File: src/hdl/pida_pkg.sv
package pida_pkg;

	localparam int CAPACITY = 16;

	localparam int MODE_W = 3;
	localparam int IDX_W  = 4;
	localparam int VAL_W  = 32;
	localparam int ST_W   = 3;
	localparam int FILL_W = 5;

	localparam int CNT_W  = $clog2(CAPACITY + 1);
	localparam int AW     = $clog2(CAPACITY);
	localparam int CMP_W  = (CNT_W > IDX_W) ? CNT_W : IDX_W;

	localparam logic [MODE_W-1:0] MODE_INS_FRONT = 3'd0;
	localparam logic [MODE_W-1:0] MODE_INS_BACK  = 3'd1;
	localparam logic [MODE_W-1:0] MODE_INS_AT    = 3'd2;
	localparam logic [MODE_W-1:0] MODE_DEL_FRONT = 3'd3;
	localparam logic [MODE_W-1:0] MODE_DEL_BACK  = 3'd4;
	localparam logic [MODE_W-1:0] MODE_DEL_AT    = 3'd5;
	localparam logic [MODE_W-1:0] MODE_SEARCH    = 3'd6;
	localparam logic [MODE_W-1:0] MODE_READ      = 3'd7;

	localparam logic [ST_W-1:0] ST_OK       = 3'd0;
	localparam logic [ST_W-1:0] ST_FULL     = 3'd1;
	localparam logic [ST_W-1:0] ST_EMPTY    = 3'd2;
	localparam logic [ST_W-1:0] ST_BADIDX   = 3'd3;
	localparam logic [ST_W-1:0] ST_NOTFOUND = 3'd4;

	typedef logic [1:0] cell_op_t;

	localparam cell_op_t CELL_HOLD    = 2'd0;
	localparam cell_op_t CELL_LOAD    = 2'd1;
	localparam cell_op_t CELL_FROM_LO = 2'd2;
	localparam cell_op_t CELL_FROM_HI = 2'd3;

	typedef struct packed {
		cell_op_t          op;
		logic [VAL_W-1:0]  din;
	} cell_ctl_t;

endpackage

File: src/hdl/pida_cell.sv
module pida_cell (
	input  logic                            clk,
	input  pida_pkg::cell_ctl_t             ctl,
	input  logic [pida_pkg::VAL_W-1:0]      lo_val,
	input  logic [pida_pkg::VAL_W-1:0]      hi_val,
	output logic [pida_pkg::VAL_W-1:0]      q,
	output logic                            hit
);

	logic [pida_pkg::VAL_W-1:0] value_q;

	always_ff @(posedge clk) begin
		case (ctl.op)
			pida_pkg::CELL_LOAD:    value_q <= ctl.din;
			pida_pkg::CELL_FROM_LO: value_q <= lo_val;
			pida_pkg::CELL_FROM_HI: value_q <= hi_val;
			default:                value_q <= value_q;
		endcase
	end

	// din doubles as the search key
	assign hit = (value_q == ctl.din);
	assign q   = value_q;

endmodule

File: src/hdl/positional_insert_delete_array.sv
// Packed list of signed 32-bit words with insert, delete, search and read.
// Input channel: in_valid/in_stall carry mode, index and value. Output
// channel: out_valid/out_stall carry status, found_index, read_value and
// fill_count, one result word for every input word.
// Results are registered and appear in the cycle after acceptance.
// Throughput: one word per cycle unless a result is stalled. Every entry
// lives in its own cell; all cells load, shift up or shift down in the same
// cycle, and search is a compare in every cell then a lowest-index pick.
// Stall: the result sits in a single output register. While that register
// holds a word the receiver stalls, in_stall is raised and the list and the
// result hold. A new word is taken in the cycle the old result leaves.
// Reset: arst_n clears the entry count and the output valid; the list is
// empty afterward, and entry contents are don't-care until written.
module positional_insert_delete_array (
	input  logic                                 clk,
	input  logic                                 arst_n,
	input  logic                                 in_valid,
	output logic                                 in_stall,
	input  logic [pida_pkg::MODE_W-1:0]          mode,
	input  logic [pida_pkg::IDX_W-1:0]           index,
	input  logic signed [pida_pkg::VAL_W-1:0]    value,
	output logic                                 out_valid,
	input  logic                                 out_stall,
	output logic [pida_pkg::ST_W-1:0]            status,
	output logic [pida_pkg::IDX_W-1:0]           found_index,
	output logic signed [pida_pkg::VAL_W-1:0]    read_value,
	output logic [pida_pkg::FILL_W-1:0]          fill_count
);

	localparam int CAP   = pida_pkg::CAPACITY;
	localparam int CMP_W = pida_pkg::CMP_W;
	localparam int CNT_W = pida_pkg::CNT_W;
	localparam int VAL_W = pida_pkg::VAL_W;

	logic                  out_valid_q;
	logic [CNT_W-1:0]      count_q;
	logic [pida_pkg::ST_W-1:0]   status_q;
	logic [pida_pkg::IDX_W-1:0]  found_q;
	logic [VAL_W-1:0]            rdv_q;
	logic [pida_pkg::FILL_W-1:0] fill_q;

	logic                  accept;
	logic                  full, empty;
	logic [CMP_W-1:0]      cnt_ext, idx_ext, pos;
	logic [CNT_W-1:0]      cnt_d;
	logic [pida_pkg::ST_W-1:0] st;
	logic                  ins_ok, del_ok, rd_ok, srch_ok;
	logic [CAP-1:0]        hit_vec, hit_raw;
	logic [CMP_W-1:0]      found_w;
	logic [VAL_W-1:0]      sel_val;

	logic [VAL_W-1:0]      cell_q [CAP];
	logic [VAL_W-1:0]      lo_w   [CAP];
	logic [VAL_W-1:0]      hi_w   [CAP];
	pida_pkg::cell_ctl_t   ctl_w  [CAP];

	assign in_stall = out_valid_q & out_stall;
	assign accept   = in_valid & ~in_stall;

	assign full    = (count_q >= CNT_W'(CAP));
	assign empty   = (count_q == '0);
	assign cnt_ext = CMP_W'(count_q);
	assign idx_ext = CMP_W'(index);

	// lowest matching entry below the fill count
	always_comb begin
		found_w = '0;
		for (int i = CAP - 1; i >= 0; i--) begin
			if (hit_vec[i]) begin
				found_w = CMP_W'(i);
			end
		end
	end

	always_comb begin
		st      = pida_pkg::ST_OK;
		pos     = '0;
		ins_ok  = 1'b0;
		del_ok  = 1'b0;
		rd_ok   = 1'b0;
		srch_ok = 1'b0;
		unique case (mode) inside
			pida_pkg::MODE_INS_FRONT, pida_pkg::MODE_INS_BACK,
			pida_pkg::MODE_INS_AT: begin
				if (full) begin
					st = pida_pkg::ST_FULL;
				end else if (mode == pida_pkg::MODE_INS_FRONT) begin
					ins_ok = 1'b1;
				end else if (mode == pida_pkg::MODE_INS_BACK) begin
					pos    = cnt_ext;
					ins_ok = 1'b1;
				end else if (idx_ext > cnt_ext) begin
					st = pida_pkg::ST_BADIDX;
				end else begin
					pos    = idx_ext;
					ins_ok = 1'b1;
				end
			end
			pida_pkg::MODE_DEL_FRONT, pida_pkg::MODE_DEL_BACK,
			pida_pkg::MODE_DEL_AT: begin
				if (empty) begin
					st = pida_pkg::ST_EMPTY;
				end else if (mode == pida_pkg::MODE_DEL_FRONT) begin
					del_ok = 1'b1;
				end else if (mode == pida_pkg::MODE_DEL_BACK) begin
					pos    = cnt_ext - CMP_W'(1);
					del_ok = 1'b1;
				end else if (idx_ext >= cnt_ext) begin
					st = pida_pkg::ST_BADIDX;
				end else begin
					pos    = idx_ext;
					del_ok = 1'b1;
				end
			end
			pida_pkg::MODE_SEARCH: begin
				if (|hit_vec) begin
					srch_ok = 1'b1;
				end else begin
					st = pida_pkg::ST_NOTFOUND;
				end
			end
			pida_pkg::MODE_READ: begin
				if (empty) begin
					st = pida_pkg::ST_EMPTY;
				end else if (idx_ext >= cnt_ext) begin
					st = pida_pkg::ST_BADIDX;
				end else begin
					pos   = idx_ext;
					rd_ok = 1'b1;
				end
			end
			default: begin
				st = pida_pkg::ST_OK;
			end
		endcase
	end

	always_comb begin
		cnt_d = count_q;
		if (ins_ok) begin
			cnt_d = count_q + CNT_W'(1);
		end else if (del_ok) begin
			cnt_d = count_q - CNT_W'(1);
		end
	end

	assign sel_val = cell_q[pos[pida_pkg::AW-1:0]];

	for (genvar i = 0; i < CAP; i++) begin : g_cell
		if (i == 0) begin : g_first
			assign lo_w[i] = value;
		end else begin : g_lo
			assign lo_w[i] = cell_q[i-1];
		end
		if (i == CAP - 1) begin : g_last
			assign hi_w[i] = cell_q[i];
		end else begin : g_hi
			assign hi_w[i] = cell_q[i+1];
		end

		always_comb begin
			ctl_w[i].din = value;
			ctl_w[i].op  = pida_pkg::CELL_HOLD;
			if (accept && ins_ok) begin
				if (pos == CMP_W'(i)) begin
					ctl_w[i].op = pida_pkg::CELL_LOAD;
				end else if (pos < CMP_W'(i)) begin
					ctl_w[i].op = pida_pkg::CELL_FROM_LO;
				end
			end else if (accept && del_ok) begin
				if (pos <= CMP_W'(i)) begin
					ctl_w[i].op = pida_pkg::CELL_FROM_HI;
				end
			end
		end

		pida_cell u_cell (
			.clk    (clk),
			.ctl    (ctl_w[i]),
			.lo_val (lo_w[i]),
			.hi_val (hi_w[i]),
			.q      (cell_q[i]),
			.hit    (hit_raw[i])
		);

		// drop matches in entries past the fill count
		assign hit_vec[i] = hit_raw[i] & (CMP_W'(i) < cnt_ext);
	end

	always_ff @(posedge clk or negedge arst_n) begin
		if (!arst_n) begin
			out_valid_q <= 1'b0;
			count_q     <= '0;
		end else begin
			if (accept) begin
				out_valid_q <= 1'b1;
				count_q     <= cnt_d;
			end else if (!out_stall) begin
				out_valid_q <= 1'b0;
			end
		end
	end

	always_ff @(posedge clk) begin
		if (accept) begin
			status_q <= st;
			found_q  <= srch_ok ? found_w[pida_pkg::IDX_W-1:0] : '0;
			rdv_q    <= (del_ok || rd_ok) ? sel_val : '0;
			fill_q   <= pida_pkg::FILL_W'(cnt_d);
		end
	end

	assign out_valid   = out_valid_q;
	assign status      = status_q;
	assign found_index = found_q;
	assign read_value  = rdv_q;
	assign fill_count  = fill_q;

endmodule

File: config.mk
export PLATFORM = sky130hd
export DESIGN_NAME = positional_insert_delete_array
export DESIGN_NICKNAME = d
export VERILOG_FILES = /design/src/hdl/pida_pkg.sv /design/src/hdl/pida_cell.sv /design/src/hdl/positional_insert_delete_array.sv
export SDC_FILE = /design/constraint.sdc
export NUM_CORES = 2
export LEC_CHECK = 0
export ABC_AREA = 0
export BUFFER_PORTS_ARGS = -buffer_cell sky130_fd_sc_hd__buf_2
export CAP_MARGIN = 20
export CORE_ASPECT_RATIO = 1.4
export CORE_UTILIZATION = 64
export DETAILED_ROUTE_END_ITERATION = 12
export HOLD_SLACK_MARGIN = 0.12
export PLACE_DENSITY_LB_ADDON = 0.2
export SYNTH_ARGS = -nofsm -noshare
export SYNTH_HDL_FRONTEND = slang
export SYNTH_SLANG_ARGS = --single-unit
File: constraint.sdc
create_clock -name clk -period 7.6 [get_ports clk]
set_clock_uncertainty 0.1 [all_clocks]
set_input_delay 1.14 -clock clk [delete_from_list [all_inputs] [get_ports clk]]
set_output_delay 1.14 -clock clk [all_outputs]
set_load 0.01 [all_outputs]
==> results.md <==
* Initial antenna violation count at 8
* Detailed placement HPWL at 111.2 mm
* Fraction of registers with async set or reset after synthesis at 1.068%
* Arr. time, crit path at 6.08 ns
* Vias in the first global route at 32430
* Post-route cell area at 39820 um2
* Cell Area, Placed at 37940 um2
* P_leak at 0.01398 uW
* Most common cell after layout, fill and taps aside: nand2_1
* Total grt overflow at 0
* Post-synthesis cell area at 37040 um2
* Critical Path RT at 7.89 ns
* Period minus WS final at 5.787 ns
* #FFs+latches synth at 562
* Post-synth top flop: edfxtp_1
* Starting density of the core at 64.55%
* CTS tree: done
* Total CTS buffers at 57
* Num rows at 104
* Mean Syn Cell Area at 9.298 um2
* Crit path largest cell delay at 0.77 ns
* Slew HR at 13.14%
* Post-CTS Hold Fix Bufs at 0
* Clock Tree Buf Depth at 3
* Largest net degree at the start of global routing at 122
* Critical Path End Type: flip-flop
* Initial DRC count at 7246
* Fmax achieved at 0.1728 GHz
* Startpoint Class: flip-flop
* Setup TNS at 0 ns
* Final Hold Viols at 0
* Max cap viols at 0
* Worst hold path class: input pin to asynchronous set/reset pin
* Fill count at 4638
* Cells after Synth at 3984
* IO Pins at 89
* Post-DR vias/cell at 7.724
* Warnings, synthesis at 0
* Synth cell types at 69
* Seq/Total Area, Yosys at 45.48%
* Gr usage total at 53.92%
* Height of the chip at 286.7 um
* Clock slew at reported path FFs at 0.06 ns
* Port bufs at 88
* Die Footprint at 58860 um2
* Avg WL per Cell at 34.44 um
* Cell taking the most area after synthesis: edfxtp_1
* Power per cell area at 318.9 nW/um2
* Setup CP Type: flip-flop to flip-flop
* Final RePlAce weighted congestion at 1.075
* CTS H-tree lvls at 2
* Status: complete, no violations
* Core ar. at 57390 um2
* CTS Root Cell: clkbuf_16
* Final slew viol count at 0
* Worst Tran Pin Value at 1.294 ns
* CTS resizes at 0
* Most frequent cells in the layout: 962 x nand2_1, 556 x edfxtp_1, 337 x xor2_1
* Die W at 205.3 um
* Total number of vias at 35860
* Delay-heaviest family, CP: compound AO/OA/AOI/OAI gates
* Critical path's most frequent cell: a21oi_4
* Top-area cell type share of the netlist area at 45.07%
* Setup bufs post-CTS at 0
* Layout Nets at 3905
* Slowest-stage cell, CP: dfrtp_1
* RSZ-0062 raised after global routing: false
* ANT nets after route at 0
* Cell Chain, Critical Path: inv_1 > ha_1 > nand4_1 > nor2_1 > a21oi_4 > o221a_2 > and2_4 > nand2_2 > a21oi_4 > buf_4 > nor3_1 > a221o_1
* TritonRoute pass-1 iters at 8
* Peak VDD IR at 0.0002430 V
* Clock Latency Late Sink at 0.66 ns
* Area Growth Syn to Fin at 7.481%
* Final wirelength at 159.9 mm
* Clock sink total at 562
* Post-synth EDFFs at 556
* Syn Nets at 4035
* Share of cells above drive strength 1 at 8.956%
* First-pass GRT wire length at 229.3 mm
* Critical Path Fanout Max at 43
* Final period util at 76.15%
* Finished Core Util at 69.38%
* # setup viols final at 0
* Synth area leaders: edfxtp_1 45%, nand2_1 9.8%, xor2_1 8.0%
* # DRC at 0
* CP bufs+invs at 2
registers in the layout, summed over array words and instances, names as in the netlist:
name / count
fill_count: 5
read_value: 32
g_cell.u_cell.q: 512
cnt_ext: 5
status: 3
out_valid: 1
found_index: 4
cell usage after synthesis, types with 64 or more instances:
cell      number
nand3_1      175
nor4_1        90
clkbuf_1     255
a31oi_1       84
a221o_1       65
a22oi_1      309
o31ai_1       64
edfxtp_1     556
nor3_1        84
nand4_1       64
nand2_1      963
o21ai_0      120
o311ai_0      65
buf_2         85
xor2_1       337
xnor2_1      182
stage by stage:
stage / hold slack, ns / std cells / worst slack [ns] / total power, uW
global route: 0.2262 / 4639 / 1.690 / 12880
finish: 0.2232 / 4643 / 1.813 / 12700
global placement: 0.4515 / 4528 / 1.775 / 9361
CTS: 0.2295 / 4632 / 2.049 / 12210
detailed placement: 0.4605 / 4530 / 1.748 / 9433
floorplan: 0.4547 / 3984 / 1.827 / 7544
worst register-to-register path: stages, from the launching register on:
cell and delay (ns):
dfrtp_1 0.77, inv_1 0.24, ha_1 0.38, nand4_1 0.16, nor2_1 0.09, a21oi_4 0.25
o221a_2 0.75, and2_4 0.78, nand2_2 0.39, a21oi_4 0.71, buf_4 0.49, nor3_1 0.13
a221o_1 0.30
path summary, 6_finish.rpt:
check,startpoint,end,slack (ns),depth (start not counted)
setup / recovery,cnt_ext[3],g_cell[4].u_cell.q[16],1.81,12
hold / removal,arst_n,cnt_ext[1],0.22,1
setup reg to reg,cnt_ext[3],g_cell[4].u_cell.q[16],1.81,12
hold reg to reg,out_valid,out_valid,0.46,2
max in group asynchronous,arst_n,cnt_ext[4],7.02,1
min in group clk,out_valid,out_valid,0.46,2
kinds of logic (layout without fill, tap and decap cells):
kind of cell | count (synthesis) | in the layout | synth area share, %
and+or+nand+nor | 1512 | 1512 | 18.04
AOI/OAI and AO/OA | 934 | 934 | 18.60
DFF | 562 | 562 | 45.48
xor gates and xnor gates | 519 | 519 | 12.27
buffers and inverters | 422 | 335 | 4.614
muxes | 27 | 27 | 0.7296
adders and majority gates | 8 | 8 | 0.2702
other | 0 | 4 | 0
power by group:
| group | total, uW | leakage (uW) | switching, uW | internal (uW) |
|---|---|---|---|---|
| Sequential | 4810 | 0.00521 | 638 | 4170 |
| Clock | 2860 | 0.000878 | 1340 | 1520 |
| Combinational | 5030 | 0.00789 | 3590 | 1440 |
| Total | 12700 | 0.0140 | 5570 | 7130 |
area by class of cell:
class | instances | area [um2] | area share (%)
timing repair buffer | 190 | 1318 | 3.309
antenna | 4 | 10.01 | 0.02514
multi-input combinational | 3000 | 18780 | 47.18
clock buffer | 64 | 1474 | 3.702
clock inverter | 38 | 294.0 | 0.7385
tap | 742 | 928.4 | 2.332
sequential | 562 | 16850 | 42.31
inverter | 43 | 161.4 | 0.4054
routing by layer:
| layer | vias to the layer above | track usage, % | share of wire (%) |
|---|---|---|---|
| met2 | 3757 | 79.37 | 42 |
| met1 | 16660 | 65.17 | 32 |
| met3 | 921 | 19.74 | 16 |
| met4 | 6 | 38.17 | 10 |
| met5 | - | 0 | 0.024 |
| li1 | 14510 | - | - |
Power figures use the tool's default switching activity.
